[src/hdl/rlbp_pkg.sv]
// ----------------------------------------------------------------------------
// rlbp_pkg
// Shared types, constants and helpers for the replay log byte parser.
// ----------------------------------------------------------------------------
package rlbp_pkg;

	// byte counter width
	localparam int CNT_W = 32;
	localparam logic [63:0] CNT_MAX = 64'hFFFF_FFFF_FFFF_FFFF >> (64 - CNT_W);

	localparam int HDR_BYTES = 36;
	localparam int CMD_BYTES = 37;
	localparam int CKP_BYTES = 16;

	localparam logic [7:0] MAGIC [8] = '{8'h4C, 8'h43, 8'h52, 8'h45,
		8'h50, 8'h4C, 8'h41, 8'h59};

	// result kinds
	localparam logic [1:0] RK_CMD     = 2'd0;
	localparam logic [1:0] RK_CKPT    = 2'd1;
	localparam logic [1:0] RK_VERDICT = 2'd2;

	// verdict codes
	localparam logic [3:0] ST_OK        = 4'd0;
	localparam logic [3:0] ST_SHORT_MAG = 4'd1;
	localparam logic [3:0] ST_BAD_MAG   = 4'd2;
	localparam logic [3:0] ST_SHORT_VER = 4'd3;
	localparam logic [3:0] ST_BAD_VER   = 4'd4;
	localparam logic [3:0] ST_SHORT_SEED = 4'd5;
	localparam logic [3:0] ST_SHORT_CMDN = 4'd6;
	localparam logic [3:0] ST_SHORT_CKPN = 4'd7;
	localparam logic [3:0] ST_MANY_CMD  = 4'd8;
	localparam logic [3:0] ST_MANY_CKPT = 4'd9;
	localparam logic [3:0] ST_BAD_TYPE  = 4'd10;
	localparam logic [3:0] ST_TRAILING  = 4'd11;

	// request passed from front to back
	typedef struct packed {
		logic             last;
		logic             hdr;
		logic [5:0]       pos;
		logic [7:0]       data;
		logic [CNT_W-1:0] total;
	} entry_t;

	// configuration registers
	typedef struct packed {
		logic [31:0] expected_version;
		logic [7:0]  max_command_type;
	} cfg_t;

	// one result item
	typedef struct packed {
		logic [1:0]  result_kind;
		logic [63:0] record_tick;
		logic [7:0]  command_code;
		logic [31:0] argument_zero;
		logic [63:0] argument_one;
		logic [63:0] argument_two;
		logic [63:0] issued_tick;
		logic [63:0] state_hash;
		logic [63:0] log_seed;
		logic [3:0]  status;
		logic [63:0] detail_index;
		logic [63:0] detail_count;
	} res_t;

	// replace one byte lane of a 64-bit word
	function automatic logic [63:0] put_byte(input logic [63:0] word,
		input logic [2:0] lane, input logic [7:0] b);
		logic [63:0] w;
		w = word;
		w[lane*8 +: 8] = b;
		return w;
	endfunction

endpackage

[src/hdl/rlbp_queue.sv]
// ----------------------------------------------------------------------------
// rlbp_queue
// Two-entry queue between the front and back parts of the parser.
// ----------------------------------------------------------------------------
module rlbp_queue (
	input  logic            clk,
	input  logic            arst_n,
	input  logic            push,
	input  rlbp_pkg::entry_t wdata,
	output logic            full,
	input  logic            pop,
	output logic            nempty,
	output rlbp_pkg::entry_t rdata
);
	import rlbp_pkg::*;

	entry_t     mem_q [2];
	logic       wr_q;
	logic       rd_q;
	logic [1:0] cnt_q;

	assign full   = (cnt_q == 2'd2);
	assign nempty = (cnt_q != 2'd0);
	assign rdata  = mem_q[rd_q];

	// store the pushed request
	always_ff @(posedge clk) begin
		if (push) begin
			mem_q[wr_q] <= wdata;
		end
	end

	// advance pointers and fill count
	always_ff @(posedge clk or negedge arst_n) begin
		if (!arst_n) begin
			wr_q  <= 1'b0;
			rd_q  <= 1'b0;
			cnt_q <= 2'd0;
		end else begin
			if (push) wr_q <= ~wr_q;
			if (pop) rd_q <= ~rd_q;
			cnt_q <= cnt_q + {1'b0, push} - {1'b0, pop};
		end
	end

endmodule

[src/hdl/rlbp_front.sv]
// ----------------------------------------------------------------------------
// rlbp_front
// Accepts input items, counts bytes and tags each as header or body.
// ----------------------------------------------------------------------------
module rlbp_front (
	input  logic             clk,
	input  logic             arst_n,
	input  logic             in_valid,
	output logic             in_ready,
	input  logic             kind,
	input  logic [7:0]       byte_value,
	output logic             push,
	output rlbp_pkg::entry_t wdata,
	input  logic             q_full
);
	import rlbp_pkg::*;

	logic [CNT_W-1:0] bytes_q;
	logic             cnt_full;
	logic             acc;

	assign in_ready = !q_full;
	assign acc      = in_valid && in_ready;
	assign cnt_full = (64'(bytes_q) == CNT_MAX);

	// drop data bytes once the counter is saturated
	assign push = acc && (kind || !cnt_full);

	always_comb begin
		wdata.last  = kind;
		wdata.hdr   = (bytes_q < CNT_W'(HDR_BYTES));
		wdata.pos   = bytes_q[5:0];
		wdata.data  = byte_value;
		wdata.total = bytes_q;
	end

	// count bytes; restart on end of buffer
	always_ff @(posedge clk or negedge arst_n) begin
		if (!arst_n) begin
			bytes_q <= '0;
		end else if (acc) begin
			if (kind) bytes_q <= '0;
			else if (!cnt_full) bytes_q <= bytes_q + 1'b1;
		end
	end

endmodule

[src/hdl/rlbp_back.sv]
// ----------------------------------------------------------------------------
// rlbp_back
// Assembles header fields and records, judges the log, drives results.
// ----------------------------------------------------------------------------
module rlbp_back (
	input  logic             clk,
	input  logic             arst_n,
	input  rlbp_pkg::cfg_t   cfg,
	input  logic             q_nempty,
	input  rlbp_pkg::entry_t q_data,
	output logic             pop,
	output logic             out_valid,
	input  logic             out_ready,
	output rlbp_pkg::res_t   res
);
	import rlbp_pkg::*;

	localparam logic [1:0] PH_IDLE = 2'd0;
	localparam logic [1:0] PH_B    = 2'd1;
	localparam logic [1:0] PH_C    = 2'd2;

	// parser state
	logic             magic_good_q;
	logic [31:0]      version_q;
	logic [63:0]      seed_q;
	logic [63:0]      cmd_cnt_q;
	logic [63:0]      ckp_cnt_q;
	logic [5:0]       offset_q;
	logic [CNT_W-1:0] cmd_done_q;
	logic [CNT_W-1:0] ckp_done_q;
	logic [63:0]      fld_q [5];
	logic             bad_seen_q;
	logic [CNT_W-1:0] bad_idx_q;

	// verdict pipeline
	logic [1:0]       phase_q;
	logic [3:0]       v_status_q;
	logic [63:0]      v_dcount_q;
	logic [63:0]      v_seed_q;
	logic             v_bad_q;
	logic [CNT_W-1:0] v_idx_q;
	logic [CNT_W-1:0] v_rem_q;
	logic             v_cmd_big_s1;
	logic [CNT_W+5:0] v_cmd_prod_s1;
	logic             v_ckp_big_s1;
	logic [CNT_W-1:0] v_ckp_prod_s1;
	logic             v_cmd_fail_s2;
	logic [CNT_W-1:0] v_after_s2;

	logic             out_valid_q;
	res_t             res_q;

	logic             out_free;
	logic             is_end;
	logic             is_body;
	logic             in_cmd;
	logic             in_ckp;
	logic [2:0]       sel;
	logic [5:0]       base;
	logic [2:0]       lane;
	logic [63:0]      nf [5];
	logic             cmd_done_now;
	logic             ckp_done_now;
	logic [3:0]       e_status;
	logic [63:0]      e_dcount;
	logic [CNT_W-1:0] tot;
	logic [CNT_W+5:0] cmd_lo;
	logic             ckp_fail;
	logic [CNT_W-1:0] trail;
	res_t             vres;
	res_t             rec;

	assign out_free  = !out_valid_q || out_ready;
	assign pop       = q_nempty && out_free && (phase_q == PH_IDLE);
	assign is_end    = pop && q_data.last;
	assign is_body   = pop && !q_data.last && !q_data.hdr;
	assign out_valid = out_valid_q;
	assign res       = res_q;

	// pick record kind from header counts
	assign in_cmd = (64'(cmd_done_q) < cmd_cnt_q);
	assign in_ckp = !in_cmd && (64'(ckp_done_q) < ckp_cnt_q);

	// place the byte in its record field
	always_comb begin
		if (in_cmd) begin
			if (offset_q < 6'd8) begin
				sel = 3'd0; base = 6'd0;
			end else if (offset_q < 6'd13) begin
				sel = 3'd1; base = 6'd8;
			end else if (offset_q < 6'd21) begin
				sel = 3'd2; base = 6'd13;
			end else if (offset_q < 6'd29) begin
				sel = 3'd3; base = 6'd21;
			end else begin
				sel = 3'd4; base = 6'd29;
			end
		end else begin
			sel  = (offset_q < 6'd8) ? 3'd0 : 3'd1;
			base = (offset_q < 6'd8) ? 6'd0 : 6'd8;
		end
		lane = 3'(offset_q - base);
		for (int i = 0; i < 5; i++) begin
			nf[i] = fld_q[i];
		end
		nf[sel] = put_byte(fld_q[sel], lane, q_data.data);
	end

	assign cmd_done_now = is_body && in_cmd && (offset_q == 6'(CMD_BYTES - 1));
	assign ckp_done_now = is_body && in_ckp && (offset_q == 6'(CKP_BYTES - 1));

	// finished record as a result
	always_comb begin
		rec = '0;
		if (cmd_done_now) begin
			rec.result_kind   = RK_CMD;
			rec.record_tick   = nf[0];
			rec.command_code  = nf[1][7:0];
			rec.argument_zero = nf[1][39:8];
			rec.argument_one  = nf[2];
			rec.argument_two  = nf[3];
			rec.issued_tick   = nf[4];
		end else begin
			rec.result_kind = RK_CKPT;
			rec.record_tick = nf[0];
			rec.state_hash  = nf[1];
		end
	end

	// early verdict from header length and contents
	assign tot = q_data.total;
	always_comb begin
		e_dcount = '0;
		if (tot < CNT_W'(8)) begin
			e_status = ST_SHORT_MAG;
			e_dcount = 64'(tot);
		end else if (!magic_good_q) begin
			e_status = ST_BAD_MAG;
		end else if (tot < CNT_W'(12)) begin
			e_status = ST_SHORT_VER;
		end else if (version_q != cfg.expected_version) begin
			e_status = ST_BAD_VER;
			e_dcount = 64'(version_q);
		end else if (tot < CNT_W'(20)) begin
			e_status = ST_SHORT_SEED;
		end else if (tot < CNT_W'(28)) begin
			e_status = ST_SHORT_CMDN;
		end else if (tot < CNT_W'(HDR_BYTES)) begin
			e_status = ST_SHORT_CKPN;
		end else begin
			e_status = ST_OK;
		end
	end

	// command bytes as count * 37 by shift and add
	assign cmd_lo = (CNT_W+6)'(cmd_cnt_q[CNT_W-1:0]);

	// final verdict checks on the body
	assign ckp_fail = v_ckp_big_s1 || (v_ckp_prod_s1 > v_after_s2);
	assign trail    = v_after_s2 - v_ckp_prod_s1;

	always_comb begin
		vres = '0;
		vres.result_kind = RK_VERDICT;
		vres.log_seed    = v_seed_q;
		if (v_status_q != ST_OK) begin
			vres.status       = v_status_q;
			vres.detail_count = v_dcount_q;
		end else if (v_cmd_fail_s2) begin
			vres.status       = ST_MANY_CMD;
			vres.detail_count = 64'(v_rem_q);
		end else if (ckp_fail) begin
			vres.status       = ST_MANY_CKPT;
			vres.detail_count = 64'(v_after_s2);
		end else if (v_bad_q) begin
			vres.status       = ST_BAD_TYPE;
			vres.detail_index = 64'(v_idx_q);
		end else if (trail != '0) begin
			vres.status       = ST_TRAILING;
			vres.detail_count = 64'(trail);
		end
	end

	// parser state: header, records, clear on end of buffer
	always_ff @(posedge clk or negedge arst_n) begin
		if (!arst_n) begin
			magic_good_q <= 1'b1;
			version_q    <= '0;
			seed_q       <= '0;
			cmd_cnt_q    <= '0;
			ckp_cnt_q    <= '0;
			offset_q     <= '0;
			cmd_done_q   <= '0;
			ckp_done_q   <= '0;
			bad_seen_q   <= 1'b0;
			bad_idx_q    <= '0;
			for (int i = 0; i < 5; i++) fld_q[i] <= '0;
		end else if (is_end) begin
			magic_good_q <= 1'b1;
			version_q    <= '0;
			seed_q       <= '0;
			cmd_cnt_q    <= '0;
			ckp_cnt_q    <= '0;
			offset_q     <= '0;
			cmd_done_q   <= '0;
			ckp_done_q   <= '0;
			bad_seen_q   <= 1'b0;
			bad_idx_q    <= '0;
			for (int i = 0; i < 5; i++) fld_q[i] <= '0;
		end else if (pop && q_data.hdr) begin
			if (q_data.pos < 6'd8) begin
				if (q_data.data != MAGIC[q_data.pos[2:0]]) magic_good_q <= 1'b0;
			end else if (q_data.pos < 6'd12) begin
				version_q <= 32'(put_byte(64'(version_q), 3'(q_data.pos - 6'd8),
					q_data.data));
			end else if (q_data.pos < 6'd20) begin
				seed_q <= put_byte(seed_q, 3'(q_data.pos - 6'd12), q_data.data);
			end else if (q_data.pos < 6'd28) begin
				cmd_cnt_q <= put_byte(cmd_cnt_q, 3'(q_data.pos - 6'd20), q_data.data);
			end else begin
				ckp_cnt_q <= put_byte(ckp_cnt_q, 3'(q_data.pos - 6'd28), q_data.data);
			end
		end else if (is_body && (in_cmd || in_ckp)) begin
			for (int i = 0; i < 5; i++) fld_q[i] <= nf[i];
			if (cmd_done_now) begin
				offset_q   <= '0;
				cmd_done_q <= cmd_done_q + 1'b1;
				if (nf[1][7:0] > cfg.max_command_type && !bad_seen_q) begin
					bad_seen_q <= 1'b1;
					bad_idx_q  <= cmd_done_q;
				end
			end else if (ckp_done_now) begin
				offset_q   <= '0;
				ckp_done_q <= ckp_done_q + 1'b1;
			end else begin
				offset_q <= offset_q + 1'b1;
			end
		end
	end

	// verdict sequencer
	always_ff @(posedge clk or negedge arst_n) begin
		if (!arst_n) begin
			phase_q <= PH_IDLE;
		end else begin
			case (phase_q)
				PH_IDLE: if (is_end) phase_q <= PH_B;
				PH_B:    phase_q <= PH_C;
				PH_C:    phase_q <= PH_IDLE;
				default: phase_q <= PH_IDLE;
			endcase
		end
	end

	// verdict datapath
	always_ff @(posedge clk) begin
		if (is_end) begin
			v_status_q    <= e_status;
			v_dcount_q    <= e_dcount;
			v_seed_q      <= seed_q;
			v_bad_q       <= bad_seen_q;
			v_idx_q       <= bad_idx_q;
			v_rem_q       <= tot - CNT_W'(HDR_BYTES);
			v_cmd_big_s1  <= (cmd_cnt_q > CNT_MAX);
			v_cmd_prod_s1 <= (cmd_lo << 5) + (cmd_lo << 2) + cmd_lo;
			v_ckp_big_s1  <= (ckp_cnt_q > (CNT_MAX >> 4));
			v_ckp_prod_s1 <= {ckp_cnt_q[CNT_W-5:0], 4'b0};
		end
		if (phase_q == PH_B) begin
			v_cmd_fail_s2 <= v_cmd_big_s1 || (v_cmd_prod_s1 > (CNT_W+6)'(v_rem_q));
			v_after_s2    <= v_rem_q - v_cmd_prod_s1[CNT_W-1:0];
		end
	end

	// output register
	always_ff @(posedge clk or negedge arst_n) begin
		if (!arst_n) begin
			out_valid_q <= 1'b0;
		end else if (phase_q == PH_C) begin
			out_valid_q <= 1'b1;
		end else if (out_free) begin
			out_valid_q <= cmd_done_now || ckp_done_now;
		end
	end

	always_ff @(posedge clk) begin
		if (phase_q == PH_C) begin
			res_q <= vres;
		end else if (cmd_done_now || ckp_done_now) begin
			res_q <= rec;
		end
	end

endmodule

[src/hdl/replay_log_byte_parser.sv]
// ----------------------------------------------------------------------------
// replay_log_byte_parser
// Byte-serial replay log parser: emits records and one verdict per log.
// ----------------------------------------------------------------------------
//  channel  | handshake               | payload
//  input    | in_valid / in_ready     | kind, byte_value
//  output   | out_valid / out_ready   | result_kind .. detail_count
//  config   | APB psel/penable/pready | paddr[2:0], pwdata, prdata
//
// One byte per cycle unless the output stalls or a verdict is pending; a
// record result is registered the cycle after its last byte leaves the queue.
// An end item runs count products, command check and checkpoint check before
// its verdict. Reset clears all but data registers; configuration returns to
// version 1, max type 7. A two-entry queue lets input run while output stalls.
module replay_log_byte_parser (
	input  logic        clk,
	input  logic        arst_n,
	input  logic        in_valid,
	output logic        in_ready,
	input  logic        kind,
	input  logic [7:0]  byte_value,
	output logic        out_valid,
	input  logic        out_ready,
	output logic [1:0]  result_kind,
	output logic [63:0] record_tick,
	output logic [7:0]  command_code,
	output logic [31:0] argument_zero,
	output logic signed [63:0] argument_one,
	output logic signed [63:0] argument_two,
	output logic [63:0] issued_tick,
	output logic [63:0] state_hash,
	output logic [63:0] log_seed,
	output logic [3:0]  status,
	output logic [63:0] detail_index,
	output logic [63:0] detail_count,
	input  logic        psel,
	input  logic        penable,
	input  logic        pwrite,
	input  logic [2:0]  paddr,
	input  logic [31:0] pwdata,
	output logic [31:0] prdata,
	output logic        pready
);
	import rlbp_pkg::*;

	localparam logic REG_VERSION = 1'b0;

	cfg_t   cfg_q;
	entry_t f_data;
	entry_t q_data;
	logic   f_push;
	logic   q_full;
	logic   q_nempty;
	logic   q_pop;
	res_t   res;

	// configuration registers
	assign pready = 1'b1;
	always_ff @(posedge clk or negedge arst_n) begin
		if (!arst_n) begin
			cfg_q.expected_version <= 32'd1;
			cfg_q.max_command_type <= 8'd7;
		end else if (psel && penable && pwrite) begin
			if (paddr[2] == REG_VERSION) cfg_q.expected_version <= pwdata;
			else cfg_q.max_command_type <= pwdata[7:0];
		end
	end

	assign prdata = (paddr[2] == REG_VERSION) ? cfg_q.expected_version
		: {24'd0, cfg_q.max_command_type};

	rlbp_front u_front (
		.clk        (clk),
		.arst_n     (arst_n),
		.in_valid   (in_valid),
		.in_ready   (in_ready),
		.kind       (kind),
		.byte_value (byte_value),
		.push       (f_push),
		.wdata      (f_data),
		.q_full     (q_full)
	);

	rlbp_queue u_queue (
		.clk    (clk),
		.arst_n (arst_n),
		.push   (f_push),
		.wdata  (f_data),
		.full   (q_full),
		.pop    (q_pop),
		.nempty (q_nempty),
		.rdata  (q_data)
	);

	rlbp_back u_back (
		.clk       (clk),
		.arst_n    (arst_n),
		.cfg       (cfg_q),
		.q_nempty  (q_nempty),
		.q_data    (q_data),
		.pop       (q_pop),
		.out_valid (out_valid),
		.out_ready (out_ready),
		.res       (res)
	);

	// unpack the result
	assign result_kind   = res.result_kind;
	assign record_tick   = res.record_tick;
	assign command_code  = res.command_code;
	assign argument_zero = res.argument_zero;
	assign argument_one  = res.argument_one;
	assign argument_two  = res.argument_two;
	assign issued_tick   = res.issued_tick;
	assign state_hash    = res.state_hash;
	assign log_seed      = res.log_seed;
	assign status        = res.status;
	assign detail_index  = res.detail_index;
	assign detail_count  = res.detail_count;

endmodule

[config.mk]
export PLATFORM = sky130hd
export DESIGN_NAME = replay_log_byte_parser
export DESIGN_NICKNAME = d
export VERILOG_FILES = /design/src/hdl/rlbp_pkg.sv /design/src/hdl/rlbp_queue.sv /design/src/hdl/rlbp_front.sv /design/src/hdl/rlbp_back.sv /design/src/hdl/replay_log_byte_parser.sv
export SDC_FILE = /design/constraint.sdc
export NUM_CORES = 2
export LEC_CHECK = 0
export BUFFER_PORTS_ARGS = -buffer_cell sky130_fd_sc_hd__buf_2
export CORE_MARGIN = 2
export CORE_UTILIZATION = 50
export DETAILED_ROUTE_END_ITERATION = 8
export HOLD_SLACK_MARGIN = 0.03
export PLACE_DENSITY = 0.69
export REMOVE_ABC_BUFFERS = 1
export SETUP_SLACK_MARGIN = 0.2
export SLEW_MARGIN = 20
export SYNTH_ARGS = -nofsm -noshare
export SYNTH_HDL_FRONTEND = slang
export SYNTH_SLANG_ARGS = --single-unit
[constraint.sdc]
create_clock -name clk -period 11.4 [get_ports clk]
set_input_delay 0.57 -clock clk [delete_from_list [all_inputs] [get_ports clk]]
set_output_delay 0.57 -clock clk [all_outputs]
set_load 0.01 [all_outputs]
==> flow_summary.json <==
{
  "worst_hold_slack_ns": 0.1981,
  "yosysMostFrequentCell": "nand2_1",
  "setup_viol": 0,
  "htreeDepth": 4,
  "use_met2_pct": 48.16,
  "use_met1_pct": 39.66,
  "hold_viol_final": 0,
  "wl_mm": 225.5,
  "required_ns": 12.10,
  "worst_pin_slew_ns": 1.177,
  "pwr-share-comb_pct": 33.5,
  "gr-usage-all-layers_pct": 30.36,
  "min-delay-start": "out_ready",
  "status": "complete, no violations",
  "crit_start": "u_back.cmd_cnt_q[30]",
  "ys_seq_elements": 1570,
  "relSlewSlack_pct": 21.56,
  "cts.sinks": 1570,
  "cts-root-buf": "clkbuf_16",
  "nets": 7601,
  "clk_pin_slew_ns": 0.06,
  "fmax_mhz": 118.8,
  "die_height_um": 381.8,
  "area_growth_pct": 14.71,
  "skew_ns": 0.04789,
  "numPortBuffers": 576,
  "vdd_drop_max_mv": 0.2690,
  "die_w_um": 381.8,
  "rsz0062_at_grt": "false",
  "layout-drive-gt1-share_pct": 15.99,
  "final_max_slew_viol_count": 0,
  "syn-instance-count": 6816,
  "met3_usage_pct": 7.744,
  "worstHoldPathType": "primary input to register",
  "crit_fanout": 65,
  "critPathTopFamily": "compound AO/OA/AOI/OAI gates",
  "top_usage_layer": "met2",
  "switching_share_pct": 39.17,
  "synthTopCellsByCount": "nand2_1, dfrtp_1, o21ai_0",
  "ant_nets": 0,
  "critPathLaunchType": "register",
  "critPathSlowestCell": "and2_1",
  "async_flop_share_pct": 46.31,
  "cts_buffers": 163,
  "p_clk_share_pct": 28.2,
  "io_pins": 644,
  "synthesis.area_um2": 71370,
  "clock_latency_ns": 0.80,
  "coreArea_um2": 141600,
  "p_switching_mw": 7.650,
  "r2r-start": "u_back.cmd_cnt_q[30]",
  "power_frac_seq_pct": 38.3,
  "max_stage_delay_ns": 0.75,
  "yosys_warnings": 0,
  "placedInstanceArea_um2": 75840,
  "grt_max_degree": 199,
  "num_vias": 55370,
  "rows": 138,
  "drv_cap": 0,
  "viasPerCell": 5.929,
  "synth_top_area_share_pct": 25.32,
  "start_util_pct": 50.41,
  "path_buf_inv": 4,
  "grt_pass1_wl_mm": 336.7,
  "grt_overflow": 0,
  "clockBufferDepth": 3,
  "internal_power_mw": 11.88,
  "synth_edf_count": 481,
  "yosys-top-cells-area": "dfrtp_1, edfxtp_1, dfxtp_1, nand2_1, o21ai_0",
  "gp_congestion": 0.9365,
  "synth.largest_area_cell": "dfrtp_1",
  "p_per_area_nw_per_um2": 238.5,
  "post_drt_wl_per_cell_um": 24.15,
  "arrival_ns": 9.12,
  "post-cts-setup-buffers": 0,
  "cts_tree": "done",
  "postLayoutCoreUtil_pct": 57.82,
  "hpwlAfterDp_mm": 150.2,
  "dieArea_um2": 145800,
  "avgSynthCellArea_um2": 10.47,
  "layout_min_cycle_time_ns": 8.416,
  "period_share_pct": 73.82,
  "synth-seq-area-share_pct": 55.89,
  "grt_pass1_vias": 53740,
  "p_leak_nw": 35.68,
  "firstDrtPassIters": 9,
  "cp-end-kind": "register",
  "antenna_found_initial": 10,
  "finalInstanceArea_um2": 81870,
  "synth.distinct_cells": 109,
  "first_iter_violations": 5128,
  "synthFlopType": "dfrtp_1",
  "drc_errors": 0,
  "crit_type": "register to register"
}
[cells by family after synthesis]
group                    Yosys count  synth area share (%)
AND/OR/NAND/NOR                 2103                 13.41
AO/OA/AOI/OAI                   1788                 16.37
flip-flops                      1570                 55.89
buffers and inverters            728                 4.402
adder cells (fa/ha/maj)          248                 4.663
XOR/XNOR                         218                 2.675
multiplexers                     159                 2.586
other                              2               0.01052
[state kept, by name (all words and copies together) (netlist names), 40 cells and up]
register,flops
u_back.fld_q,320
u_back.ckp_cnt_q,64
u_queue.mem_q,84
u_back.res,494
cfg_q,40
u_back.cmd_cnt_q,64
u_back.v_seed_q,64
u_back.seed_q,64
[per-layer routing]
layer  part of all wire (%)  vias to the layer above  routed length [µm]
li1                       -                    25080                   -
met5                  0.026                        -                  59
met4                    4.3                       10                9792
met3                    8.9                      470               20100
met1                     41                    27370               91450
met2                     46                     2441              104100
[cell type report]
type | instances | area, µm²
Sequential cell | 1570 | 39890
Multi-Input combinational cell | 4581 | 28900
Tap cell | 1890 | 2365
Clock buffer | 235 | 4715
Timing Repair Buffer | 713 | 4094
Inverter | 273 | 1037
Antenna cell | 6 | 15.01
Clock inverter | 70 | 854.6
Fill cell | 12010 | 59720
[timing repair]
| item | in CTS | in global routing |
|---|---|---|
| hold buffers | 41 | 0 |
| hold endpoints to repair | 121 | 0 |
| gates resized for setup | 0 | 0 |
[power by group through the flow]
| stage | Combinational (mW) | Clock (mW) | Sequential (mW) |
|---|---|---|---|
| after floorplan | 3.86 | 0 | 7.47 |
| after global placement | 6.36 | 0 | 7.56 |
| after detailed placement | 6.41 | 0 | 7.59 |
| after CTS | 6.45 | 5.57 | 7.48 |
| after global routing | 6.98 | 5.79 | 7.55 |
| final | 6.55 | 5.50 | 7.48 |
[stage by stage]
step	setup TNS, ns	std cells	worst slack [ns]	power, mW
global route	0	9335	2.489	20.33
finish	0	9338	2.984	19.53
detailed placement	0	8985	3.196	14.00
floorplan	-1411.89	6424	-4.509	11.33
CTS	0	9331	3.165	19.50
global placement	0	8985	3.409	13.92
[worst paths after layout]
kind	end	slack, ns	cells after the start
setup / recovery	u_back.bad_idx_q[0]	2.98	29
hold / removal	u_back.out_valid	0.20	3
setup reg to reg	u_back.bad_idx_q[0]	2.98	29
hold reg to reg	u_back.res[472]	0.44	2
max in group asynchronous	u_back.fld_q[150]	8.27	5
min in group asynchronous	u_back.cmd_done_q[3]	0.36	2
[tightest hold or removal path, delay by kind of cell]
family        cells  cell delay (ns)
buf+inv           1             0.08
simple gates      2             0.31
[cells in the final DEF (no fill, tap or decap), types with 190 or more instances in the layout]
cell type / count
o21ai_0: 567
buf_2: 575
ha_1: 218
nor2_1: 444
o21ai_1: 190
nand2_1: 929
a21oi_1: 243
inv_1: 268
dfrtp_1: 721
dfxtp_1: 362
edfxtp_1: 481
Note: power is estimated with default switching activity, not from simulation.
